==> src/rtl/core/nandcs_pkg.sv <==
// Shared types, command codes and the bus cycle table of the NAND cycle sequencer.
package nandcs_pkg;

    // Default geometry of the device; both must be powers of two.
    localparam int PageBytesDflt     = 2048;
    localparam int PagesPerBlockDflt = 64;

    // Depths of the request queue and of the result queue.
    localparam int ReqQueueDepth = 2;
    localparam int OutQueueDepth = 2;

    // Widths of the fixed fields.
    localparam int AddrW  = 35;
    localparam int BlockW = 18;
    localparam int ColW   = 16;
    localparam int RowW   = 24;
    localparam int StepW  = 4;

    // Command bytes of the large-page command set.
    localparam logic [7:0] CmdRead1     = 8'h00;
    localparam logic [7:0] CmdRead2     = 8'h30;
    localparam logic [7:0] CmdRndRead1  = 8'h05;
    localparam logic [7:0] CmdRndRead2  = 8'hE0;
    localparam logic [7:0] CmdProg1     = 8'h80;
    localparam logic [7:0] CmdProgCol   = 8'h85;
    localparam logic [7:0] CmdProg2     = 8'h10;
    localparam logic [7:0] CmdStatus    = 8'h70;
    localparam logic [7:0] CmdErase1    = 8'h60;
    localparam logic [7:0] CmdErase2    = 8'hD0;

    typedef enum logic [1:0] {
        RK_READ  = 2'd0,
        RK_PROG  = 2'd1,
        RK_ERASE = 2'd2
    } t_req_kind;

    typedef enum logic [2:0] {
        CK_CMD    = 3'd0,
        CK_ADDR   = 3'd1,
        CK_DWRITE = 3'd2,
        CK_DREAD  = 3'd3,
        CK_WAIT   = 3'd4
    } t_cycle_kind;

    // A classified request as it waits between the front and the back.
    typedef struct packed {
        t_req_kind         kind;
        logic [ColW-1:0]   col;
        logic [RowW-1:0]   row;
        logic [7:0]        data;
    } t_req_desc;

    // One bus cycle as it leaves the block.
    typedef struct packed {
        t_cycle_kind kind;
        logic [7:0]  cbyte;
        logic        last;
    } t_bus_cycle;

    // Handshake between the back end and the two queues around it.
    typedef struct packed {
        logic req_pop;
        logic out_push;
    } t_back_ctrl;

    // Bus cycle number step of a request of the given kind.
    function automatic t_bus_cycle seq_cycle(
        input t_req_kind         kind,
        input logic [StepW-1:0]  step,
        input logic [ColW-1:0]   col,
        input logic [RowW-1:0]   row,
        input logic [7:0]        data
    );
        t_bus_cycle c;
        c = '{CK_WAIT, 8'h00, 1'b1};
        unique case (kind)
            RK_READ: begin
                unique case (step)
                    4'd0:    c = '{CK_CMD,   CmdRead1,    1'b0};
                    4'd1:    c = '{CK_ADDR,  8'h00,       1'b0};
                    4'd2:    c = '{CK_ADDR,  8'h00,       1'b0};
                    4'd3:    c = '{CK_ADDR,  row[7:0],    1'b0};
                    4'd4:    c = '{CK_ADDR,  row[15:8],   1'b0};
                    4'd5:    c = '{CK_ADDR,  row[23:16],  1'b0};
                    4'd6:    c = '{CK_CMD,   CmdRead2,    1'b0};
                    4'd7:    c = '{CK_WAIT,  8'h00,       1'b0};
                    4'd8:    c = '{CK_CMD,   CmdRndRead1, 1'b0};
                    4'd9:    c = '{CK_ADDR,  col[7:0],    1'b0};
                    4'd10:   c = '{CK_ADDR,  col[15:8],   1'b0};
                    4'd11:   c = '{CK_CMD,   CmdRndRead2, 1'b0};
                    default: c = '{CK_DREAD, 8'h00,       1'b1};
                endcase
            end
            RK_PROG: begin
                unique case (step)
                    4'd0:    c = '{CK_CMD,    CmdProg1,   1'b0};
                    4'd1:    c = '{CK_ADDR,   8'h00,      1'b0};
                    4'd2:    c = '{CK_ADDR,   8'h00,      1'b0};
                    4'd3:    c = '{CK_ADDR,   row[7:0],   1'b0};
                    4'd4:    c = '{CK_ADDR,   row[15:8],  1'b0};
                    4'd5:    c = '{CK_ADDR,   row[23:16], 1'b0};
                    4'd6:    c = '{CK_CMD,    CmdProgCol, 1'b0};
                    4'd7:    c = '{CK_ADDR,   col[7:0],   1'b0};
                    4'd8:    c = '{CK_ADDR,   col[15:8],  1'b0};
                    4'd9:    c = '{CK_DWRITE, data,       1'b0};
                    4'd10:   c = '{CK_CMD,    CmdProg2,   1'b0};
                    4'd11:   c = '{CK_WAIT,   8'h00,      1'b0};
                    4'd12:   c = '{CK_CMD,    CmdStatus,  1'b0};
                    default: c = '{CK_WAIT,   8'h00,      1'b1};
                endcase
            end
            RK_ERASE: begin
                unique case (step)
                    4'd0:    c = '{CK_CMD,  CmdErase1,  1'b0};
                    4'd1:    c = '{CK_ADDR, row[7:0],   1'b0};
                    4'd2:    c = '{CK_ADDR, row[15:8],  1'b0};
                    4'd3:    c = '{CK_ADDR, row[23:16], 1'b0};
                    4'd4:    c = '{CK_CMD,  CmdErase2,  1'b0};
                    4'd5:    c = '{CK_WAIT, 8'h00,      1'b0};
                    4'd6:    c = '{CK_CMD,  CmdStatus,  1'b0};
                    default: c = '{CK_WAIT, 8'h00,      1'b1};
                endcase
            end
            default: c = '{CK_WAIT, 8'h00, 1'b1};
        endcase
        return c;
    endfunction

endpackage

==> src/rtl/core/nand_cycle_sequencer.sv <==
// Top level of the NAND cycle sequencer: front end, request queue, back end, result queue.
//
//  channel   | direction | handshake            | payload
//  ----------+-----------+----------------------+----------------------------------------
//  request   | in        | push / full          | i_req_type, i_byte_address,
//            |           |                      | i_write_data, i_block_number
//  bus cycle | out       | empty / pop          | o_cycle_kind, o_cycle_byte, o_last_cycle
//
//  A request becomes 13 (read), 14 (program) or 8 (erase) bus cycles; a request type
//  of three is dropped and produces no transfer. The back end issues one bus cycle per
//  clock while a request waits and the result queue has room, with no gap between requests.
//  Reset is synchronous and active low and empties both queues; there is no clearing pass.
//  A full result queue stalls only the back end; the front end keeps taking requests
//  until the request queue and its own register are full.
module nand_cycle_sequencer #(
    parameter int PAGE_BYTES      = nandcs_pkg::PageBytesDflt,
    parameter int PAGES_PER_BLOCK = nandcs_pkg::PagesPerBlockDflt
) (
    input  logic                          i_clk,
    input  logic                          i_rst_n,
    input  logic                          push,
    output logic                          full,
    input  logic [1:0]                    i_req_type,
    input  logic [nandcs_pkg::AddrW-1:0]  i_byte_address,
    input  logic [7:0]                    i_write_data,
    input  logic [nandcs_pkg::BlockW-1:0] i_block_number,
    output logic                          empty,
    input  logic                          pop,
    output logic [2:0]                    o_cycle_kind,
    output logic [7:0]                    o_cycle_byte,
    output logic                          o_last_cycle
);
    import nandcs_pkg::*;

    localparam int DescW  = $bits(t_req_desc);
    localparam int CycleW = $bits(t_bus_cycle);

    // Classified request from the front end into the request queue.
    logic        front_valid;
    t_req_desc   front_desc;
    logic        req_full;

    // Head of the request queue as the back end sees it.
    logic        req_empty;
    logic [DescW-1:0] req_head_bits;
    t_req_desc   req_head;

    // Back end handshake and the bus cycle it produces.
    t_back_ctrl  back_ctrl;
    t_bus_cycle  back_cycle;
    logic        out_full;
    logic [CycleW-1:0] out_head_bits;
    t_bus_cycle  out_head;

    nandcs_front #(
        .PAGE_BYTES      (PAGE_BYTES),
        .PAGES_PER_BLOCK (PAGES_PER_BLOCK)
    ) u_front (
        .i_clk          (i_clk),
        .i_rst_n        (i_rst_n),
        .push           (push),
        .full           (full),
        .i_req_type     (i_req_type),
        .i_byte_address (i_byte_address),
        .i_write_data   (i_write_data),
        .i_block_number (i_block_number),
        .o_desc_valid   (front_valid),
        .o_desc         (front_desc),
        .i_queue_full   (req_full)
    );

    // Request queue: lets the front end take new requests while the back end
    // is still busy with a long sequence.
    nandcs_fifo #(
        .W     (DescW),
        .DEPTH (ReqQueueDepth)
    ) u_req_queue (
        .i_clk   (i_clk),
        .i_rst_n (i_rst_n),
        .i_push  (front_valid),
        .o_full  (req_full),
        .i_data  (front_desc),
        .o_empty (req_empty),
        .i_pop   (back_ctrl.req_pop),
        .o_data  (req_head_bits)
    );

    assign req_head = t_req_desc'(req_head_bits);

    nandcs_back u_back (
        .i_clk       (i_clk),
        .i_rst_n     (i_rst_n),
        .i_req_valid (!req_empty),
        .i_req       (req_head),
        .i_out_full  (out_full),
        .o_ctrl      (back_ctrl),
        .o_cycle     (back_cycle)
    );

    // Result queue: a registered output stage, so a result waiting for pop
    // blocks the back end from producing the next one only once the queue is full.
    nandcs_fifo #(
        .W     (CycleW),
        .DEPTH (OutQueueDepth)
    ) u_out_queue (
        .i_clk   (i_clk),
        .i_rst_n (i_rst_n),
        .i_push  (back_ctrl.out_push),
        .o_full  (out_full),
        .i_data  (back_cycle),
        .o_empty (empty),
        .i_pop   (pop),
        .o_data  (out_head_bits)
    );

    assign out_head     = t_bus_cycle'(out_head_bits);
    assign o_cycle_kind = out_head.kind;
    assign o_cycle_byte = out_head.cbyte;
    assign o_last_cycle = out_head.last;

`ifndef NO_ASSERTIONS
    // The back end never idles while it has a request and room for the result.
    a_back_busy: assert property (@(posedge i_clk) disable iff (!i_rst_n)
        (!req_empty && !out_full) |-> back_ctrl.out_push)
        else $error("back end idles with work pending");

    // A request only leaves the queue on the cycle that closes its sequence.
    a_pop_on_last: assert property (@(posedge i_clk) disable iff (!i_rst_n)
        back_ctrl.req_pop |-> (back_ctrl.out_push && back_cycle.last))
        else $error("request dropped before its final bus cycle");

    // A data read transfer always closes a read sequence and carries no byte.
    a_read_last: assert property (@(posedge i_clk) disable iff (!i_rst_n)
        (!empty && o_cycle_kind == CK_DREAD) |-> (o_last_cycle && o_cycle_byte == 8'h00))
        else $error("data read cycle is not the final cycle");

    // Wait cycles never drive a byte onto the bus.
    a_wait_zero: assert property (@(posedge i_clk) disable iff (!i_rst_n)
        (!empty && o_cycle_kind == CK_WAIT) |-> (o_cycle_byte == 8'h00))
        else $error("wait cycle carries a byte");
`endif

endmodule

==> src/rtl/core/nandcs_fifo.sv <==
// Small register queue used for the request queue and the result queue.
module nandcs_fifo #(
    parameter int W     = 8,
    parameter int DEPTH = 2
) (
    input  logic         i_clk,
    input  logic         i_rst_n,
    input  logic         i_push,
    output logic         o_full,
    input  logic [W-1:0] i_data,
    output logic         o_empty,
    input  logic         i_pop,
    output logic [W-1:0] o_data
);
    localparam int PtrW = (DEPTH > 1) ? $clog2(DEPTH) : 1;
    localparam int CntW = $clog2(DEPTH + 1);

    logic [W-1:0]    r_mem [DEPTH];
    logic [PtrW-1:0] r_wr_ptr, n_wr_ptr;
    logic [PtrW-1:0] r_rd_ptr, n_rd_ptr;
    logic [CntW-1:0] r_count, n_count;
    logic            w_wr, w_rd;

    assign o_full  = (r_count == CntW'(DEPTH));
    assign o_empty = (r_count == '0);
    assign o_data  = r_mem[r_rd_ptr];
    assign w_wr    = i_push && !o_full;
    assign w_rd    = i_pop && !o_empty;

    always_comb begin
        n_wr_ptr = r_wr_ptr;
        n_rd_ptr = r_rd_ptr;
        n_count  = r_count;
        if (w_wr) begin
            n_wr_ptr = (r_wr_ptr == PtrW'(DEPTH - 1)) ? '0 : r_wr_ptr + 1'b1;
        end
        if (w_rd) begin
            n_rd_ptr = (r_rd_ptr == PtrW'(DEPTH - 1)) ? '0 : r_rd_ptr + 1'b1;
        end
        if (w_wr && !w_rd) begin
            n_count = r_count + 1'b1;
        end else if (w_rd && !w_wr) begin
            n_count = r_count - 1'b1;
        end
    end

    always_ff @(posedge i_clk) begin
        if (!i_rst_n) begin
            r_wr_ptr <= '0;
            r_rd_ptr <= '0;
            r_count  <= '0;
        end else begin
            r_wr_ptr <= n_wr_ptr;
            r_rd_ptr <= n_rd_ptr;
            r_count  <= n_count;
        end
    end

    always_ff @(posedge i_clk) begin
        if (w_wr) begin
            r_mem[r_wr_ptr] <= i_data;
        end
    end

endmodule

==> src/rtl/core/nandcs_front.sv <==
// Front end: takes requests, splits the address and queues a classified request.
module nandcs_front #(
    parameter int PAGE_BYTES      = nandcs_pkg::PageBytesDflt,
    parameter int PAGES_PER_BLOCK = nandcs_pkg::PagesPerBlockDflt
) (
    input  logic                          i_clk,
    input  logic                          i_rst_n,
    input  logic                          push,
    output logic                          full,
    input  logic [1:0]                    i_req_type,
    input  logic [nandcs_pkg::AddrW-1:0]  i_byte_address,
    input  logic [7:0]                    i_write_data,
    input  logic [nandcs_pkg::BlockW-1:0] i_block_number,
    output logic                          o_desc_valid,
    output nandcs_pkg::t_req_desc         o_desc,
    input  logic                          i_queue_full
);
    import nandcs_pkg::*;

    localparam int ColBits = $clog2(PAGE_BYTES);
    localparam int PbW     = $clog2(PAGES_PER_BLOCK + 1);
    localparam int ProdW   = BlockW + PbW;

    logic            r_valid, n_valid;
    t_req_desc       r_desc, n_desc;
    logic            w_take, w_known;
    logic [ProdW-1:0] w_erow;

    assign full   = r_valid && i_queue_full;
    assign w_take = push && !full;
    assign w_erow = ProdW'(i_block_number) * ProdW'(PAGES_PER_BLOCK);

    always_comb begin
        n_desc      = r_desc;
        w_known     = 1'b1;
        n_desc.col  = ColW'(i_byte_address[ColBits-1:0]);
        n_desc.row  = RowW'(i_byte_address >> ColBits);
        n_desc.data = i_write_data;
        n_desc.kind = RK_READ;
        unique case (i_req_type)
            RK_READ: n_desc.kind = RK_READ;
            RK_PROG: n_desc.kind = RK_PROG;
            RK_ERASE: begin
                n_desc.kind = RK_ERASE;
                n_desc.row  = RowW'(w_erow);
            end
            default: w_known = 1'b0;
        endcase
    end

    // The held request leaves as soon as the queue has room; a new one may
    // enter in the same cycle.
    always_comb begin
        n_valid = r_valid && i_queue_full;
        if (w_take && w_known) begin
            n_valid = 1'b1;
        end
    end

    always_ff @(posedge i_clk) begin
        if (!i_rst_n) begin
            r_valid <= 1'b0;
        end else begin
            r_valid <= n_valid;
        end
    end

    always_ff @(posedge i_clk) begin
        if (w_take && w_known) begin
            r_desc <= n_desc;
        end
    end

    assign o_desc_valid = r_valid;
    assign o_desc       = r_desc;

endmodule

==> src/rtl/core/nandcs_back.sv <==
// Back end: walks the bus cycles of the request at the head of the queue.
module nandcs_back (
    input  logic                   i_clk,
    input  logic                   i_rst_n,
    input  logic                   i_req_valid,
    input  nandcs_pkg::t_req_desc  i_req,
    input  logic                   i_out_full,
    output nandcs_pkg::t_back_ctrl o_ctrl,
    output nandcs_pkg::t_bus_cycle o_cycle
);
    import nandcs_pkg::*;

    logic [StepW-1:0] r_step, n_step;
    t_bus_cycle       w_cyc;
    logic             w_emit;

    assign w_cyc  = seq_cycle(i_req.kind, r_step, i_req.col, i_req.row, i_req.data);
    assign w_emit = i_req_valid && !i_out_full;

    always_comb begin
        n_step = r_step;
        if (w_emit) begin
            n_step = w_cyc.last ? '0 : r_step + 1'b1;
        end
    end

    always_ff @(posedge i_clk) begin
        if (!i_rst_n) begin
            r_step <= '0;
        end else begin
            r_step <= n_step;
        end
    end

    assign o_ctrl.out_push = w_emit;
    assign o_ctrl.req_pop  = w_emit && w_cyc.last;
    assign o_cycle         = w_cyc;

endmodule

==> config.mk <==
export PLATFORM = sky130hd
export DESIGN_NAME = nand_cycle_sequencer
export DESIGN_NICKNAME = d
export VERILOG_FILES = /design/src/rtl/core/nandcs_pkg.sv /design/src/rtl/core/nand_cycle_sequencer.sv /design/src/rtl/core/nandcs_fifo.sv /design/src/rtl/core/nandcs_front.sv /design/src/rtl/core/nandcs_back.sv
export SDC_FILE = /design/constraint.sdc
export NUM_CORES = 1
export LEC_CHECK = 0
export ABC_CLOCK_PERIOD_IN_PS = 4200
export BUFFER_PORTS_ARGS = -buffer_cell sky130_fd_sc_hd__buf_4
export CAP_MARGIN = 20
export CORE_MARGIN = 2
export CORE_UTILIZATION = 30
export CTS_CLUSTER_DIAMETER = 80
export CTS_CLUSTER_SIZE = 16
export DETAILED_ROUTE_END_ITERATION = 10
export GPL_ROUTABILITY_DRIVEN = 0
export MAX_ROUTING_LAYER = met4
export SLEW_MARGIN = 20
export SYNTH_ARGS = -nofsm -noshare
export SYNTH_HDL_FRONTEND = slang
export SYNTH_SLANG_ARGS = --single-unit
==> constraint.sdc <==
create_clock -name i_clk -period 4.2 [get_ports i_clk]
set_clock_uncertainty 0.15 [all_clocks]
set_input_delay 1.26 -clock i_clk [delete_from_list [all_inputs] [get_ports i_clk]]
set_output_delay 1.26 -clock i_clk [all_outputs]
set_load 0.05 [all_outputs]
==> metrics, run 1 <==
status=finished, final reports clean; Worst-Skew Late Latency=0.42 ns; Max-slew headroom=30.2%; H-tree depth=4; Core Region=24300 µm²; Critical Path Slowest Stage Cell=dfxtp_1; register-to-register setup slack=1.22 ns; via count=4350; sequential share of the synthesized area=68.2%; Main synth FF type=edfxtp_1; area leader, netlist=edfxtp_1; syn_nets=569; Hold Path Sink=u_req_queue.r_mem[1][43]; post-route minimum period=3.07 ns; Pre-antenna DRT Iters=5; CP required=2.79 ns; Remaining Overflow, GRT=0; Worst Tran Pin Value=1.04 ns; final std cells w/o fill=914; Max Cap Viol=0; dpl cells=882; Critical Path Max Stage Delay=0.63 ns; post-synth top area share=64.2%; Die Span Y=161 µm; cell with the most instances after synthesis=edfxtp_1; layout cells sized above 1=30.7%; vias in the first global route=4361; post-route setup TNS=0 ns; overall routing resource usage=11.8%; Die Area=26100 µm²; worst vdd ir=0.365 mV; Die X-Extent=161 µm; Area Growth Syn to Fin=20.5%; post-cts resize count=0; via/cell ratio=4.76; Setup crit end kind=primary output; crit-path cells=mux2_2, buf_4; Post-Syn Instances=496; startpoint types=flop; Root Driver=clkbuf_16; Slew Limit Fails=0; top cells by area, synth=edfxtp_1 64%, mux2_2 5.9%, mux2i_1 4.7%; TritonCTS clock tree=built; Worst Path Arrival=1.66 ns; register bit total from synthesis=174; Iteration-0 DRC Markers=522; clk slew on worst S/H paths=0.06 ns; hold depth=0; DPL Wire Length=10.3 mm; WS Path Type=flop to primary output; clock sink count=174; RSZ-0062 raised after global routing=no; initial antenna violation count=0; number of enable flip-flop cells after synthesis=159; CTS buffer count=17; min setup slack post-route=1.13 ns; Initial Util=30.6%; Post-Route WL=14.6 mm; I/O pin total=81; Avg WL per Cell=16.0 µm; r2r worst-path depth=10; Worst Setup Slack post-DPL=1.26 ns; Bufs on Longest Clock Path=2; PwrDens=595 nW/µm²; R2R Path Start=u_back.r_step[0]; antenna diode count=0; Min-Delay Path Class=flop to flop; Hold Buf Count CTS=0; CP max FO=12; post-synth cell types=56; row count=57; Hold Startpoint=u_front.o_desc[48]; Setup Viol. Count Final=0; P_leak=3.01 nW; DRC viols=0; Post-synth top cells=159 x edfxtp_1, 39 x mux2_2, 35 x mux2i_1; Post-synth ARST share=0%; first-pass GRT wire length=22.9 mm; Final ANT Viol Nets=0; fin area=8960 µm²; Synth Cell Area=7440 µm²; Synthesis Warnings=0; Post-CTS Setup Bufs=0; Tcrit/Tclk final=73.1%; smallest hold slack=0.294 ns; R2R Path End=u_req_queue.r_count[1]; f_max=0.326 GHz; PortBufs=80; nets@finish=650; largest net degree at the start of global routing=46; Final Hold Viols=0; Mean Syn Cell Area=15.0 µm²; # fillers=2252; post-place instance area=8370 µm²
==> flip-flops by register name, summed over array words and instances, names as in the netlist, named ones only <==
name,count
u_out_queue.r_rd_ptr,1
u_req_queue.r_wr_ptr,1
u_out_queue.r_mem,24
u_req_queue.r_mem,90
u_out_queue.r_count,2
u_req_queue.r_rd_ptr,1
u_req_queue.r_count,2
u_out_queue.r_wr_ptr,1
u_front.o_desc_valid,1
u_front.o_desc,45
u_back.r_step,4
==> worst max-delay path, delay by kind of cell, from the launching register on <==
kind | cells | cell delay (ns)
flip-flops | 1 | 0.63
buffers and inverters | 1 | 0.19
multiplexers | 1 | 0.41
==> power breakdown <==
group,internal (W),leakage [nW],switching [W]
Clock,0.000887,0.284,0.000650
Combinational,0.000564,1.12,0.000964
Sequential,0.00217,1.60,0.000101
==> how the worst max path moves through the flow <==
stage                        endpoint
2_1_floorplan       u_front.o_desc[0]
3_3_place_gp        u_front.o_desc[1]
3_5_place_dp   u_req_queue.r_count[1]
4_1_cts               o_cycle_byte[3]
6_report              o_cycle_byte[3]
5_1_grt        u_req_queue.r_count[1]
==> per-layer routing <==
| layer | part of all wire (%) | GRT usage, % |
|---|---|---|
| met1 | 42 | 14.2 |
| met3 | 7.4 | 3.62 |
| met2 | 49 | 18.8 |
| met4 | 2.2 | 4.50 |
| met5 | 0 | - |
==> layout make-up <==
| cell class | instances | area [µm²] | area share, % |
|---|---|---|---|
| sequential | 174 | 5080 | 56.6 |
| inverter | 12 | 45.0 | 0.503 |
| tap | 324 | 405 | 4.52 |
| clock buffer | 18 | 429 | 4.79 |
| timing repair buffer | 84 | 631 | 7.04 |
| clock inverter | 14 | 158 | 1.76 |
| multi-input combinational | 288 | 2220 | 24.7 |
==> cell usage in the layout (no fill, tap or decap), types with 5 or more instances in the layout <==
| cell type | Yosys | routed |
|---|---|---|
| o21ai_0 | 28 | 28 |
| nand3_1 | 9 | 9 |
| a21oi_1 | 8 | 8 |
| mux2_2 | 39 | 39 |
| edfxtp_1 | 159 | 159 |
| clkbuf_16 | 0 | 17 |
| and2_1 | 6 | 6 |
| o221ai_1 | 15 | 15 |
| mux2i_1 | 35 | 35 |
| nor2_1 | 15 | 14 |
| a21boi_2 | 5 | 5 |
| nor3_1 | 6 | 6 |
| nor2b_1 | 13 | 11 |
| dfxtp_1 | 15 | 14 |
| inv_1 | 12 | 12 |
| ha_1 | 6 | 6 |
| nand2_1 | 30 | 30 |
| o22ai_1 | 13 | 13 |
| buf_4 | 3 | 84 |
==> cells by family after synthesis <==
group | Yosys count | share of synthesized area, %
AOI/OAI and AO/OA | 99 | 9.44
xor gates and xnor gates | 5 | 0.589
adders and majority gates | 6 | 1.01
buffers and inverters | 34 | 2.29
DFF | 174 | 68.2
muxes | 77 | 11.2
and+or+nand+nor | 101 | 7.25
==> metrics by stage <==
step / total power, W / util, %
4_1_cts: 0.00539 / 36.8
6_report: 0.00534 / 36.8
3_3_place_gp: 0.00380 / 34.4
3_5_place_dp: 0.00384 / 34.4
2_1_floorplan: 0.00343 / -
5_1_grt: 0.00560 / 36.8
No activity file was read; power rests on OpenSTA's default activity.
==> run 2, diff against run 1 <==
--- a/config.mk
+++ b/config.mk
@@ -5,7 +5,7 @@
 export SDC_FILE = /design/constraint.sdc
 export NUM_CORES = 1
 export LEC_CHECK = 0
-export ABC_CLOCK_PERIOD_IN_PS = 4200
+export ABC_CLOCK_PERIOD_IN_PS = 3100
 export BUFFER_PORTS_ARGS = -buffer_cell sky130_fd_sc_hd__buf_4
 export CAP_MARGIN = 20
 export CORE_MARGIN = 2
==> constraint.sdc (replaced) <==
create_clock -name i_clk -period 3.1 [get_ports i_clk]
set_clock_uncertainty 0.15 [all_clocks]
set_input_delay 0.93 -clock i_clk [delete_from_list [all_inputs] [get_ports i_clk]]
set_output_delay 0.93 -clock i_clk [all_outputs]
set_load 0.05 [all_outputs]
==> run 2 against run 1 <==
Against the previous run: sequential cell count stayed put; final cell count grew 0.66%; register-to-register slack worse by 1.0 ns; setup slack got worse by 0.91 ns; sequential share of layout area down 0.24 points; power increased by 36%; combinational power up 39%; non-clock buffer count grew 6; utilization increased by 0.16 points; sequential power up 36%; clock power grew 34%.
==> metrics, run 2 (same netlist as run 1, synthesis figures left out) <==
status=finished, final reports clean; DPL Wire Length=10.2 mm; via/cell ratio=4.73; f_max=0.347 GHz; startpoint types=flop; Largest Register=u_req_queue.r_mem; Core Region=24300 µm²; Root Driver=clkbuf_16; RSZ-0062 raised after global routing=no; row count=57; Hold Buf Count CTS=0; most frequent cells in the layout=159 x edfxtp_1, 89 x buf_4, 39 x mux2_2, 35 x mux2i_1, 30 x nand2_1; Min-Delay Path Class=flop to flop; worst setup path endpoint=u_req_queue.r_count[1]; FF/Latch Area=5080 µm²; largest net degree at the start of global routing=47; R2R Path Start=u_back.r_step[1]; net switching fraction of the power=32.1%; Final ANT Viol Nets=0; Die Area=26100 µm²; via count=4349; Remaining Overflow, GRT=0; vias in the first global route=4426; clock sink count=174; layout cells sized above 1=30.7%; Max-slew headroom=33.3%; TritonCTS clock tree=built; R2R Path End=u_req_queue.r_count[1]; Tcrit/Tclk final=92.9%; Worst Tran Pin Value=0.997 ns; Setup crit end kind=flop; clk slew on worst S/H paths=0.06 ns; Power Internal=0.00492 W; first-pass GRT wire length=23.2 mm; Post-Route WL=14.7 mm; Slew Limit Fails=0; initial antenna violation count=0; nets@finish=656; post-cts resize count=0; PortBufs=80; commonest non-fill, non-tap cell in the layout=edfxtp_1; Worst Setup SP=u_back.r_step[1]; Avg WL per Cell=15.9 µm; DRC viols=0; post-route minimum period=2.88 ns; CTS buffer count=17; CP required=3.30 ns; Worst Path Arrival=3.08 ns; Final Hold Viols=0; final std cells w/o fill=920; Net Switching=0.00233 W; H-tree depth=4; r2r worst-path depth=10; PwrDens=806 nW/µm²; post-route setup TNS=0 ns; I/O pin total=81; Initial Util=30.6%; register-to-register setup slack=0.22 ns; Setup Viol. Count Final=0; Post-CTS Setup Bufs=0; WS Path Type=flop to flop; worst vdd ir=0.455 mV; P_leak=3.04 nW; overall routing resource usage=12.0%; # fillers=2254; Area Growth Syn to Fin=21.0%; Multi-input gate area=2210 µm²; Worst-Skew Late Latency=0.42 ns; Die Span Y=161 µm; Flop pwr share=42.4%; Pre-antenna DRT Iters=5; Max Cap Viol=0; Bufs on Longest Clock Path=2; Comb pwr share=29.2%; Die X-Extent=161 µm; clock share of power=28.4%; number of flip-flops in the largest register=90; antenna diode count=0; Iteration-0 DRC Markers=462; dpl cells=887; CP max FO=13; fin util=37.0%
[run 2: changes by cell type in the layout (fill, tap and decap cells not counted)]
cell / previous run / this run
buf_4: 84 / 89
clkinv_1: 0 / 4
inv_6: 4 / 2
and3_4: 1 / 0
clkinv_2: 2 / 1
and3_2: 0 / 1
clkinvlp_4: 2 / 1
buf_12: 0 / 1
[run 2: how the worst min path moves through the flow]
stage / start / endpoint / slack (ns) / depth (start not counted)
floorplan: u_front.o_desc[0] / u_req_queue.r_mem[0][0] / 0.27 / 0
global placement: u_front.o_desc[49] / u_req_queue.r_mem[1][44] / 0.27 / 0
detailed placement: u_front.o_desc[28] / u_req_queue.r_mem[1][28] / 0.28 / 0
CTS: u_front.o_desc[28] / u_req_queue.r_mem[1][28] / 0.30 / 0
global route: u_front.o_desc[36] / u_req_queue.r_mem[0][36] / 0.31 / 0
finish: u_front.o_desc[28] / u_req_queue.r_mem[1][28] / 0.29 / 0
[run 2: cell type report]
| class | count | area share (%) |
|---|---|---|
| sequential | 174 | 56.4 |
| multi-input combinational | 288 | 24.6 |
| timing repair buffer | 90 | 7.65 |
| clock buffer | 18 | 4.77 |
| tap | 324 | 4.50 |
| clock inverter | 14 | 1.58 |
| inverter | 12 | 0.500 |
[run 2: critical path, stage by stage (launching register included)]
cell and delay, ns:
dfxtp_1 0.36, inv_1 0.11, ha_1 0.49, nor3_2 0.10, a221o_1 0.43, o31ai_4 0.15
inv_1 0.13, nand2_1 0.09, ha_1 0.26, or3_1 0.37, a21boi_0 0.17
[run 2: power groups by stage]
stage	Combinational [W]	Sequential, W	Clock (W)
after floorplan	0.00158	0.00307	0
after global placement	0.00206	0.00311	0
after detailed placement	0.00211	0.00313	0
after CTS	0.00212	0.00308	0.00211
after global routing	0.00228	0.00311	0.00221
final	0.00212	0.00308	0.00206
[run 2: routing by layer]
layer	vias to the layer above	share of wire (%)	routed length, µm	global-route usage, %
met4	0	2.1	303	4.67
met2	155	48	6990	18.5
met5	-	0	0	-
met3	29	6.9	1010	4.13
li1	2096	-	-	-
met1	2069	43	6340	14.4
[run 2: per-stage QoR]
stage               total power (W)  setup WS (ns)  cell area [µm²]  hold WS, ns
finish                      0.00725          0.220             9000        0.295
global route                0.00760         0.0413             9000        0.310
CTS                         0.00731          0.202             8990        0.296
detailed placement          0.00524          0.224             8420        0.280
global placement            0.00518          0.384             8420        0.273
floorplan                   0.00465          0.163             7440        0.271
